===== src/hdl/cbrf_pkg.sv =====
// Shared widths, constants, types and helpers of the cubic bisection root finder.
package cbrf_pkg;

	localparam int VALUE_WIDTH   = 24;
	localparam int FRACTION_BITS = 16;
	localparam int TOL_W         = 16;
	localparam int CNT_W         = 6;
	localparam int MAX_STEPS     = 63;
	localparam logic [TOL_W-1:0] TOL_RESET = TOL_W'(6);

	// Digit width of the shared multiplier: one digit of the multiplicand times the magnitude.
	localparam int MUL_DIGIT = 24;
	localparam int ND1       = (VALUE_WIDTH + MUL_DIGIT - 1) / MUL_DIGIT;
	localparam int ND2       = (2 * VALUE_WIDTH + MUL_DIGIT - 1) / MUL_DIGIT;
	localparam int MC_W      = ND2 * MUL_DIGIT;
	localparam int ACC_W     = MC_W + VALUE_WIDTH;
	localparam int IDX_W     = (ND2 > 1) ? $clog2(ND2) : 1;
	localparam int PROD_W    = MUL_DIGIT + VALUE_WIDTH;

	localparam int LIN_W   = VALUE_WIDTH + 2 * FRACTION_BITS + 2;
	localparam int KON_W   = 3 * FRACTION_BITS + 4;
	localparam int MAX_LK  = (LIN_W > KON_W) ? LIN_W : KON_W;
	localparam int POLY_W  = ((ACC_W > MAX_LK) ? ACC_W : MAX_LK) + 2;
	localparam logic [POLY_W-1:0] KON = POLY_W'(9) << (3 * FRACTION_BITS);

	localparam int CMP_W = (VALUE_WIDTH + 1 > TOL_W) ? VALUE_WIDTH + 1 : TOL_W;

	typedef struct packed {
		logic neg;
		logic nz;
	} sign_t;

	typedef struct packed {
		logic  busy;
		logic  done;
		sign_t sgn;
	} poly_stat_t;

	typedef enum logic [2:0] {
		P_IDLE,
		P_PREP,
		P_MUL,
		P_CMP
	} poly_state_t;

	typedef enum logic [2:0] {
		T_IDLE,
		T_LAUNCH_LO,
		T_WAIT_LO,
		T_LAUNCH_HI,
		T_WAIT_HI,
		T_LAUNCH_MID,
		T_WAIT_MID,
		T_FINISH
	} top_state_t;

	// True when both values are nonzero and of opposite sign.
	function automatic logic opposite(sign_t p, sign_t q);
		return p.nz && q.nz && (p.neg != q.neg);
	endfunction

endpackage


===== src/hdl/cbrf_req_if.sv =====
// Input channel carrying one search interval.
interface cbrf_req_if;
	logic                                       valid;
	logic                                       ready;
	logic signed [cbrf_pkg::VALUE_WIDTH-1:0]    lower_end;
	logic signed [cbrf_pkg::VALUE_WIDTH-1:0]    upper_end;

	modport source(output valid, output lower_end, output upper_end, input ready);
	modport sink(input valid, input lower_end, input upper_end, output ready);
endinterface


===== src/hdl/cbrf_rsp_if.sv =====
// Output channel carrying one root result.
interface cbrf_rsp_if;
	logic                                       valid;
	logic                                       ready;
	logic signed [cbrf_pkg::VALUE_WIDTH-1:0]    root_value;
	logic [cbrf_pkg::CNT_W-1:0]                 iteration_count;
	logic                                       interval_valid;

	modport source(output valid, output root_value, output iteration_count,
		output interval_valid, input ready);
	modport sink(input valid, input root_value, input iteration_count,
		input interval_valid, output ready);
endinterface


===== src/hdl/cbrf_cfg_if.sv =====
// Configuration write channel for the stop tolerance register.
interface cbrf_cfg_if;
	logic                           valid;
	logic                           ready;
	logic [cbrf_pkg::TOL_W-1:0]     stop_tolerance;

	modport source(output valid, output stop_tolerance, input ready);
	modport sink(input valid, input stop_tolerance, output ready);
endinterface


===== src/hdl/cbrf_poly_sign.sv =====
// Multi-cycle evaluator of the sign of the scaled cubic at one fixed-point point.
module cbrf_poly_sign (
	input  logic                                    clk,
	input  logic                                    arst_n,
	input  logic                                    start,
	input  logic signed [cbrf_pkg::VALUE_WIDTH-1:0] x,
	output cbrf_pkg::poly_stat_t                    stat
);

	cbrf_pkg::poly_state_t state_q, state_d;

	logic [cbrf_pkg::VALUE_WIDTH-1:0] x_u;
	logic [cbrf_pkg::VALUE_WIDTH-1:0] mag_c;
	logic [cbrf_pkg::VALUE_WIDTH-1:0] mag_q;
	logic                             neg_q;
	logic [cbrf_pkg::POLY_W-1:0]      lin;
	logic [cbrf_pkg::POLY_W-1:0]      c_q;
	logic [cbrf_pkg::MC_W-1:0]        mc_q;
	logic [cbrf_pkg::ACC_W-1:0]       acc_q;
	logic [cbrf_pkg::ACC_W-1:0]       acc_next;
	logic [cbrf_pkg::PROD_W-1:0]      prod;
	logic [cbrf_pkg::IDX_W-1:0]       idx_q;
	logic                             pass_q;
	logic                             last;
	logic [cbrf_pkg::POLY_W-1:0]      cube;
	logic [cbrf_pkg::POLY_W-1:0]      r;

	assign x_u   = x;
	assign mag_c = x[cbrf_pkg::VALUE_WIDTH-1] ? (~x_u + 1'b1) : x_u;
	assign lin   = cbrf_pkg::POLY_W'(mag_q) << (2 * cbrf_pkg::FRACTION_BITS + 2);

	// One digit of the multiplicand per cycle, placed at its weight in the accumulator.
	assign prod     = mc_q[cbrf_pkg::MUL_DIGIT-1:0] * mag_q;
	assign acc_next = acc_q
		+ (cbrf_pkg::ACC_W'(prod) << (int'(idx_q) * cbrf_pkg::MUL_DIGIT));
	assign last     = pass_q ? (idx_q == cbrf_pkg::IDX_W'(cbrf_pkg::ND2 - 1))
		: (idx_q == cbrf_pkg::IDX_W'(cbrf_pkg::ND1 - 1));

	// For a negative point the cube enters with opposite sign.
	assign cube = cbrf_pkg::POLY_W'(acc_q);
	assign r    = neg_q ? (c_q - cube) : (cube - c_q);

	always_comb begin
		state_d = state_q;
		case (state_q)
			cbrf_pkg::P_IDLE: begin
				if (start) state_d = cbrf_pkg::P_PREP;
			end
			cbrf_pkg::P_PREP: state_d = cbrf_pkg::P_MUL;
			cbrf_pkg::P_MUL: begin
				if (last && pass_q) state_d = cbrf_pkg::P_CMP;
			end
			cbrf_pkg::P_CMP: state_d = cbrf_pkg::P_IDLE;
			default: state_d = cbrf_pkg::P_IDLE;
		endcase
	end

	always_comb begin
		stat.busy    = (state_q != cbrf_pkg::P_IDLE);
		stat.done    = (state_q == cbrf_pkg::P_CMP);
		stat.sgn.neg = r[cbrf_pkg::POLY_W-1];
		stat.sgn.nz  = |r;
	end

	always_ff @(posedge clk or negedge arst_n) begin
		if (!arst_n) begin
			state_q <= cbrf_pkg::P_IDLE;
			idx_q   <= '0;
			pass_q  <= 1'b0;
		end else begin
			state_q <= state_d;
			case (state_q)
				cbrf_pkg::P_PREP: begin
					idx_q  <= '0;
					pass_q <= 1'b0;
				end
				cbrf_pkg::P_MUL: begin
					if (last) begin
						idx_q  <= '0;
						pass_q <= 1'b1;
					end else begin
						idx_q <= idx_q + 1'b1;
					end
				end
				default: ;
			endcase
		end
	end

	always_ff @(posedge clk) begin
		case (state_q)
			cbrf_pkg::P_IDLE: begin
				if (start) begin
					mag_q <= mag_c;
					neg_q <= x[cbrf_pkg::VALUE_WIDTH-1];
				end
			end
			cbrf_pkg::P_PREP: begin
				c_q   <= neg_q ? (lin - cbrf_pkg::KON) : (lin + cbrf_pkg::KON);
				mc_q  <= cbrf_pkg::MC_W'(mag_q);
				acc_q <= '0;
			end
			cbrf_pkg::P_MUL: begin
				if (last && !pass_q) begin
					// The square becomes the multiplicand of the second pass.
					mc_q  <= acc_next[cbrf_pkg::MC_W-1:0];
					acc_q <= '0;
				end else begin
					mc_q  <= mc_q >> cbrf_pkg::MUL_DIGIT;
					acc_q <= acc_next;
				end
			end
			default: ;
		endcase
	end

endmodule


===== src/hdl/cubic_bisection_root_finder.sv =====
// Bisection root finder for x^3 - 4x - 9 over signed Q8.16 intervals.
//
// An interval is taken only while the block is idle; its result appears in an output register,
// so the next interval can be taken while that result waits. Every cubic evaluation runs on
// one shared digit multiplier and runs through latch, prepare, three multiply digits and
// compare. A search takes at most 63 bisection steps. The end values of the interval are
// carried from step to step, so each step evaluates only its midpoint.
module cubic_bisection_root_finder (
	input  logic        clk,
	input  logic        arst_n,
	cbrf_req_if.sink    req,
	cbrf_rsp_if.source  rsp,
	cbrf_cfg_if.sink    cfg
);

	localparam int VW = cbrf_pkg::VALUE_WIDTH;

	cbrf_pkg::top_state_t state_q, state_d;
	cbrf_pkg::poly_stat_t pstat;

	logic signed [VW-1:0]           a_q, b_q, mid_q, prev_q;
	logic signed [VW-1:0]           mid_c;
	logic signed [VW:0]             sum;
	logic signed [VW:0]             dif;
	logic [VW:0]                    dif_abs;
	logic                           converged;
	cbrf_pkg::sign_t                sa_q, sb_q;
	logic [cbrf_pkg::CNT_W-1:0]     steps_q;
	logic                           ok_q;
	logic [cbrf_pkg::TOL_W-1:0]     tol_q;
	logic                           poly_start;
	logic signed [VW-1:0]           poly_x;
	logic                           out_free;
	logic                           at_limit;
	logic                           in_ready;

	logic                           out_valid_q;
	logic signed [VW-1:0]           root_q;
	logic [cbrf_pkg::CNT_W-1:0]     cnt_q;
	logic                           okout_q;

	// Midpoint rounds toward minus infinity.
	assign sum   = {a_q[VW-1], a_q} + {b_q[VW-1], b_q};
	assign mid_c = sum[VW:1];

	assign dif       = {mid_q[VW-1], mid_q} - {prev_q[VW-1], prev_q};
	assign dif_abs   = dif[VW] ? (~dif + 1'b1) : dif;
	assign converged = (cbrf_pkg::CMP_W'(dif_abs) <= cbrf_pkg::CMP_W'(tol_q));
	assign at_limit  = (steps_q == cbrf_pkg::CNT_W'(cbrf_pkg::MAX_STEPS));
	assign out_free  = !out_valid_q || rsp.ready;

	cbrf_poly_sign u_poly (
		.clk    (clk),
		.arst_n (arst_n),
		.start  (poly_start),
		.x      (poly_x),
		.stat   (pstat)
	);

	always_comb begin
		state_d = state_q;
		case (state_q)
			cbrf_pkg::T_IDLE: begin
				if (req.valid) state_d = cbrf_pkg::T_LAUNCH_LO;
			end
			cbrf_pkg::T_LAUNCH_LO: state_d = cbrf_pkg::T_WAIT_LO;
			cbrf_pkg::T_WAIT_LO: begin
				if (pstat.done) state_d = cbrf_pkg::T_LAUNCH_HI;
			end
			cbrf_pkg::T_LAUNCH_HI: state_d = cbrf_pkg::T_WAIT_HI;
			cbrf_pkg::T_WAIT_HI: begin
				if (pstat.done) begin
					if (cbrf_pkg::opposite(sa_q, pstat.sgn)) state_d = cbrf_pkg::T_LAUNCH_MID;
					else state_d = cbrf_pkg::T_FINISH;
				end
			end
			cbrf_pkg::T_LAUNCH_MID: state_d = cbrf_pkg::T_WAIT_MID;
			cbrf_pkg::T_WAIT_MID: begin
				if (pstat.done) begin
					if (converged || at_limit) state_d = cbrf_pkg::T_FINISH;
					else state_d = cbrf_pkg::T_LAUNCH_MID;
				end
			end
			cbrf_pkg::T_FINISH: begin
				if (out_free) state_d = cbrf_pkg::T_IDLE;
			end
			default: state_d = cbrf_pkg::T_IDLE;
		endcase
	end

	always_comb begin
		in_ready   = (state_q == cbrf_pkg::T_IDLE);
		poly_start = state_q inside {cbrf_pkg::T_LAUNCH_LO, cbrf_pkg::T_LAUNCH_HI,
			cbrf_pkg::T_LAUNCH_MID};
		case (state_q)
			cbrf_pkg::T_LAUNCH_LO: poly_x = a_q;
			cbrf_pkg::T_LAUNCH_HI: poly_x = b_q;
			default:               poly_x = mid_c;
		endcase
	end

	assign req.ready           = in_ready;
	assign cfg.ready           = 1'b1;
	assign rsp.valid           = out_valid_q;
	assign rsp.root_value      = root_q;
	assign rsp.iteration_count = cnt_q;
	assign rsp.interval_valid  = okout_q;

	always_ff @(posedge clk or negedge arst_n) begin
		if (!arst_n) begin
			state_q     <= cbrf_pkg::T_IDLE;
			tol_q       <= cbrf_pkg::TOL_RESET;
			out_valid_q <= 1'b0;
			steps_q     <= '0;
			ok_q        <= 1'b0;
		end else begin
			state_q <= state_d;
			if (cfg.valid) tol_q <= cfg.stop_tolerance;
			if (state_q == cbrf_pkg::T_FINISH && out_free) out_valid_q <= 1'b1;
			else if (rsp.ready) out_valid_q <= 1'b0;
			case (state_q)
				cbrf_pkg::T_IDLE: begin
					if (req.valid) steps_q <= '0;
				end
				cbrf_pkg::T_WAIT_HI: begin
					if (pstat.done) ok_q <= cbrf_pkg::opposite(sa_q, pstat.sgn);
				end
				cbrf_pkg::T_LAUNCH_MID: steps_q <= steps_q + 1'b1;
				default: ;
			endcase
		end
	end

	always_ff @(posedge clk) begin
		case (state_q)
			cbrf_pkg::T_IDLE: begin
				if (req.valid) begin
					a_q    <= req.lower_end;
					b_q    <= req.upper_end;
					prev_q <= req.upper_end;
				end
			end
			cbrf_pkg::T_WAIT_LO: begin
				if (pstat.done) sa_q <= pstat.sgn;
			end
			cbrf_pkg::T_WAIT_HI: begin
				if (pstat.done) sb_q <= pstat.sgn;
			end
			cbrf_pkg::T_LAUNCH_MID: mid_q <= mid_c;
			cbrf_pkg::T_WAIT_MID: begin
				if (pstat.done) begin
					// A zero at the midpoint keeps both ends where they are.
					if (cbrf_pkg::opposite(sa_q, pstat.sgn)) begin
						b_q  <= mid_q;
						sb_q <= pstat.sgn;
					end else if (cbrf_pkg::opposite(pstat.sgn, sb_q)) begin
						a_q  <= mid_q;
						sa_q <= pstat.sgn;
					end
					prev_q <= mid_q;
				end
			end
			cbrf_pkg::T_FINISH: begin
				if (out_free) begin
					root_q  <= ok_q ? mid_q : '0;
					cnt_q   <= ok_q ? steps_q : '0;
					okout_q <= ok_q;
				end
			end
			default: ;
		endcase
	end

	a_idle_poly: assert property (@(posedge clk) disable iff (!arst_n)
		req.ready |-> !pstat.busy)
		else $error("input ready while the cubic evaluator is busy");

	a_invalid_zero: assert property (@(posedge clk) disable iff (!arst_n)
		(rsp.valid && !rsp.interval_valid) |-> (rsp.root_value == '0 && rsp.iteration_count == '0))
		else $error("invalid interval result is not all zero");

	a_valid_steps: assert property (@(posedge clk) disable iff (!arst_n)
		(rsp.valid && rsp.interval_valid) |-> (rsp.iteration_count != '0))
		else $error("valid interval result reports no steps");

	a_done_waiting: assert property (@(posedge clk) disable iff (!arst_n)
		pstat.done |-> (state_q == cbrf_pkg::T_WAIT_LO || state_q == cbrf_pkg::T_WAIT_HI
			|| state_q == cbrf_pkg::T_WAIT_MID))
		else $error("cubic evaluation finished with nobody waiting for it");

endmodule


===== src/flat_wrapper.sv =====
// flat-port wrapper written by rule: the top's interface ports become plain ports
module cubic_bisection_root_finder_flat 
  (clk, arst_n, req_valid, req_lower_end, req_upper_end, req_ready, rsp_valid, rsp_root_value, rsp_iteration_count, rsp_interval_valid, rsp_ready, cfg_valid, cfg_stop_tolerance, cfg_ready);
  cbrf_req_if req_i ();
  cbrf_rsp_if rsp_i ();
  cbrf_cfg_if cfg_i ();
  input  logic clk;
  input  logic arst_n;
  input wire logic [$bits(req_i.valid)-1:0] req_valid;
  input wire logic [$bits(req_i.lower_end)-1:0] req_lower_end;
  input wire logic [$bits(req_i.upper_end)-1:0] req_upper_end;
  output wire logic [$bits(req_i.ready)-1:0] req_ready;
  output wire logic [$bits(rsp_i.valid)-1:0] rsp_valid;
  output wire logic [$bits(rsp_i.root_value)-1:0] rsp_root_value;
  output wire logic [$bits(rsp_i.iteration_count)-1:0] rsp_iteration_count;
  output wire logic [$bits(rsp_i.interval_valid)-1:0] rsp_interval_valid;
  input wire logic [$bits(rsp_i.ready)-1:0] rsp_ready;
  input wire logic [$bits(cfg_i.valid)-1:0] cfg_valid;
  input wire logic [$bits(cfg_i.stop_tolerance)-1:0] cfg_stop_tolerance;
  output wire logic [$bits(cfg_i.ready)-1:0] cfg_ready;
  assign req_i.valid = req_valid;
  assign req_i.lower_end = req_lower_end;
  assign req_i.upper_end = req_upper_end;
  assign req_ready = req_i.ready;
  assign rsp_valid = rsp_i.valid;
  assign rsp_root_value = rsp_i.root_value;
  assign rsp_iteration_count = rsp_i.iteration_count;
  assign rsp_interval_valid = rsp_i.interval_valid;
  assign rsp_i.ready = rsp_ready;
  assign cfg_i.valid = cfg_valid;
  assign cfg_i.stop_tolerance = cfg_stop_tolerance;
  assign cfg_ready = cfg_i.ready;
  cubic_bisection_root_finder u_core (.clk(clk), .arst_n(arst_n), .req(req_i), .rsp(rsp_i), .cfg(cfg_i));
endmodule

===== config.mk =====
export PLATFORM = sky130hd
export DESIGN_NAME = cubic_bisection_root_finder_flat
export DESIGN_NICKNAME = d
export VERILOG_FILES = /design/src/hdl/cbrf_pkg.sv /design/src/hdl/cbrf_req_if.sv /design/src/hdl/cbrf_rsp_if.sv /design/src/hdl/cbrf_cfg_if.sv /design/src/hdl/cbrf_poly_sign.sv /design/src/hdl/cubic_bisection_root_finder.sv /design/src/flat_wrapper.sv
export SDC_FILE = /design/constraint.sdc
export NUM_CORES = 2
export LEC_CHECK = 0
export ABC_AREA = 1
export BUFFER_PORTS_ARGS = -buffer_cell sky130_fd_sc_hd__buf_2
export CAP_MARGIN = 25
export CORE_UTILIZATION = 55
export DETAILED_ROUTE_END_ITERATION = 6
export GPL_TIMING_DRIVEN = 0
export PLACE_DENSITY = 0.71
export SLEW_MARGIN = 20
export SYNTH_ARGS = -nofsm -noshare
export SYNTH_HDL_FRONTEND = slang
export SYNTH_HIERARCHICAL = 1
export SYNTH_SLANG_ARGS = --single-unit
export TNS_END_PERCENT = 100

===== constraint.sdc =====
create_clock -name clk -period 16.9 [get_ports clk]
set_input_delay 3.38 -clock clk [delete_from_list [all_inputs] [get_ports clk]]
set_output_delay 3.38 -clock clk [all_outputs]
set_load 0.01 [all_outputs]

==> summary.txt <==
Number of global-route vias before repair: 46400
#FFs+latches synth: 333
Drt via density: 5.66
Residual DRC: 0
Worst-path clk slew: 0.06 ns
WS Path Type: reg -> reg
Final setup skew: 0.0491 ns
Total wire length: 195000 um
Max FO, Critical Path: 10
H-tree depth: 2
Initial Util: 0.556
Reg2Reg Depth: 35
Final net count: 8228
Startpoint types: flip-flop
# rows: 110
First-pass GRT wire length: 288000 um
Routed wire per std cell: 22.9 um
RSZ-0062 raised after global routing: false
Mapped Avg Cell Area: 7.04 um2
Fin. max-slew vios: 0
Top cells by count, synth: 2014 x nand2_1, 1587 x inv_1, 669 x nor2_1
CP max stage cell: clkbuf_1
Largest area contributor in the netlist: fa_1
Die footprint: 92300 um2
Port Buffers: 101
Post-Syn Instances: 7116
Post-route cell area: 53800 um2
Final setup viols: 0
Area of the multi-input gates: 33600 um2
Worst R2R Setup Slack: 5.14 ns
Clk_lat worst skew: 0.62 ns
HPWL after DPL: 164000 um
Router iterations before antenna repair: 6
Setup TNS: 0 ns
CTS buffer count: 41
Hold Path Depth: 0
Post-CTS Resized: 0
Routed Antenna Nets: 0
Slew at the pin closest to its max-slew limit: 1.20 ns
VDD IR max: 0.0000880 V
Relative slew slack: 0.197
Final estimated routing congestion in global placement: 1.05
Cell area after synthesis: 50100 um2
LEAKAGE: 29.0 nW
Clk sinks: 333
Post-synthesis sequential area ratio: 0.196
Synth cell types: 65
DIE HEIGHT: 304 um
Post-CTS Setup Repair Bufs: 0
Final Hold Fails: 0
Clock Root Buffer: clkbuf_16
Post-synth EDFFs: 302
CTS tree: yes
Initial drt markers: 5646
Worst min path class: reg -> reg
Proportion of layout cells with a drive suffix above 1: 0.0438
Filler cells: 8629
Area delta synth->final: 7.44%
Total gr overflow: 0
CP Capture Type: flip-flop
Final Cycle Share: 0.696
Synthesized Nets: 8067
Top cell type's share of synthesized area: 0.194
Asr flop ratio synth: 0.0931
GR Util All Layers: 0.420
Synth top area cells: fa_1 19%, edfxtp_1 18%, nand2_1 15%, inv_1 12%, ha_1 9.9%
Reg area: 9850 um2
Max_cap viols: 0
Arrival @ worst endpoint: 12.01 ns
DR vias: 48000
FMAX: 85.1 MHz
Status: complete, no violations
Min cycle time layout: 11.76 ns
Initial antenna violation count: 6
Maximum root-to-sink buffer count: 3
Post-Place Cell Area: 52300 um2
Main flop type after synthesis: edfxtp_1
Die width: 304 um
P per Cell Area: 34.8 nW/um2
Cell with the most instances after synthesis: nand2_1
I/O pin cnt: 103
WP data required: 17.16 ns
# hold bufs at CTS: 0
CP peak stage delay: 0.82 ns
Placeable Area: 90100 um2
Ys Warns: 6
Largest net degree at the start of global routing: 55
## path summary, 6_finish.rpt
path	startpoint	to
max	u_core/u_poly/mag_q[13]$_DFFE_PP_	u_core/u_poly/mc_q[47]$_SDFFCE_PN0P_
min	u_core/u_poly/mag_q[13]$_DFFE_PP_	u_core/u_poly/c_q[47]$_DFFE_PP_
max reg2reg	u_core/u_poly/mag_q[13]$_DFFE_PP_	u_core/u_poly/mc_q[47]$_SDFFCE_PN0P_
min reg2reg	u_core/u_poly/mag_q[13]$_DFFE_PP_	u_core/u_poly/c_q[47]$_DFFE_PP_
max in group asynchronous	arst_n	u_core/u_poly/state_q[0]$_DFFE_PN0P_
min in group asynchronous	arst_n	u_core/tol_q[0]$_DFFE_PN0P_
## area by class of cell
cell class / instances / area share
inverters: 1602 / 0.112
well taps: 1176 / 0.0273
clock inverters: 25 / 0.00590
plain buffers: 190 / 0.0137
repair buffers: 118 / 0.0140
multi-input cells: 4991 / 0.623
diodes: 2 / 0.0000930
flip-flops and latches: 333 / 0.183
clock buffers: 51 / 0.0209
## routing by layer
layer | vias up | wire (um) | GRT usage
met5 | - | 84 | 0
met4 | 8 | 9700 | 0.173
met3 | 424 | 24500 | 0.117
met2 | 2697 | 81100 | 0.627
met1 | 22700 | 79300 | 0.574
li1 | 22100 | - | -
## kinds of logic after synthesis
| group | Yosys count | synth area share |
|---|---|---|
| other | 1 | 0.0000748 |
| xor gates and xnor gates | 166 | 0.0290 |
| muxes | 8 | 0.00165 |
| adders and majority gates | 882 | 0.293 |
| DFF | 333 | 0.196 |
| AOI/OAI and AO/OA | 779 | 0.0900 |
| buffers and inverters | 1792 | 0.135 |
| and+or+nand+nor | 3155 | 0.255 |
## flip-flops by register name, indices dropped and copies added (netlist names), 3 cells and up
| signal | flops |
|---|---|
| u_core/tol_q | 16 |
| u_core/u_poly/mag_q | 24 |
| u_core/a_q | 24 |
| u_core/u_poly/c_q | 26 |
| u_core/b_q | 24 |
| u_core/rsp.iteration_count | 6 |
| u_core/steps_q | 6 |
| u_core/state_q | 3 |
| u_core/u_poly/acc_q | 72 |
| u_core/mid_q | 24 |
| u_core/rsp.root_value | 24 |
| u_core/prev_q | 24 |
| u_core/u_poly/mc_q | 48 |
## report_power, final
group	switching (W)	total, W	leakage, nW	internal (W)
sequential	0.00000100	0.000893	2.87	0.000892
combinational	0.0000186	0.0000316	25.4	0.0000129
clock	0.000405	0.000951	0.692	0.000546
total	0.000425	0.00188	29.0	0.00145
## through the flow
stage | hold WS [ns] | utilization | cells | setup WS, ns | total power, W
after floorplan | 0.424 | - | 7116 | 8.84 | 0.000925
after global placement | 0.432 | 0.578 | 8393 | 5.49 | 0.000940
after detailed placement | 0.436 | 0.580 | 8405 | 5.64 | 0.000941
after CTS | 0.452 | 0.596 | 8481 | 5.60 | 0.00188
after global routing | 0.463 | 0.597 | 8488 | 4.98 | 0.00191
final | 0.451 | 0.597 | 8488 | 5.14 | 0.00188
## worst max-delay path: cells and delay by family (launching register included)
family / cells / cell delay [ns]
fa+ha+maj: 9 / 4.73
compound gates: 7 / 1.56
buf+inv: 9 / 2.17
xor+xnor: 2 / 0.80
flops: 1 / 0.34
simple gates: 8 / 1.74
## layout by cell type, fill, tap and decap left out, types with 9 or more instances in the layout
master	count
o211ai_1	24
nand2_1	2014
clkinv_1	9
o221ai_1	14
buf_1	13
fa_1	486
xnor2_1	61
nand4_1	49
inv_2	12
nor3_1	40
buf_2	117
a21boi_0	15
inv_1	1587
edfxtp_1	302
a22oi_1	21
o21ai_0	240
o21ai_1	10
o21bai_1	36
xor2_1	105
dfrtp_1	29
nand3b_1	18
a21o_1	29
clkbuf_1	168
nor2_4	14
nor2_2	31
a31oi_1	24
clkbuf_16	43
nand2_2	27
nor2_1	665
a21oi_1	304
o21a_1	15
ha_1	394
nand3_1	257
Power figures use the tool's default switching activity.
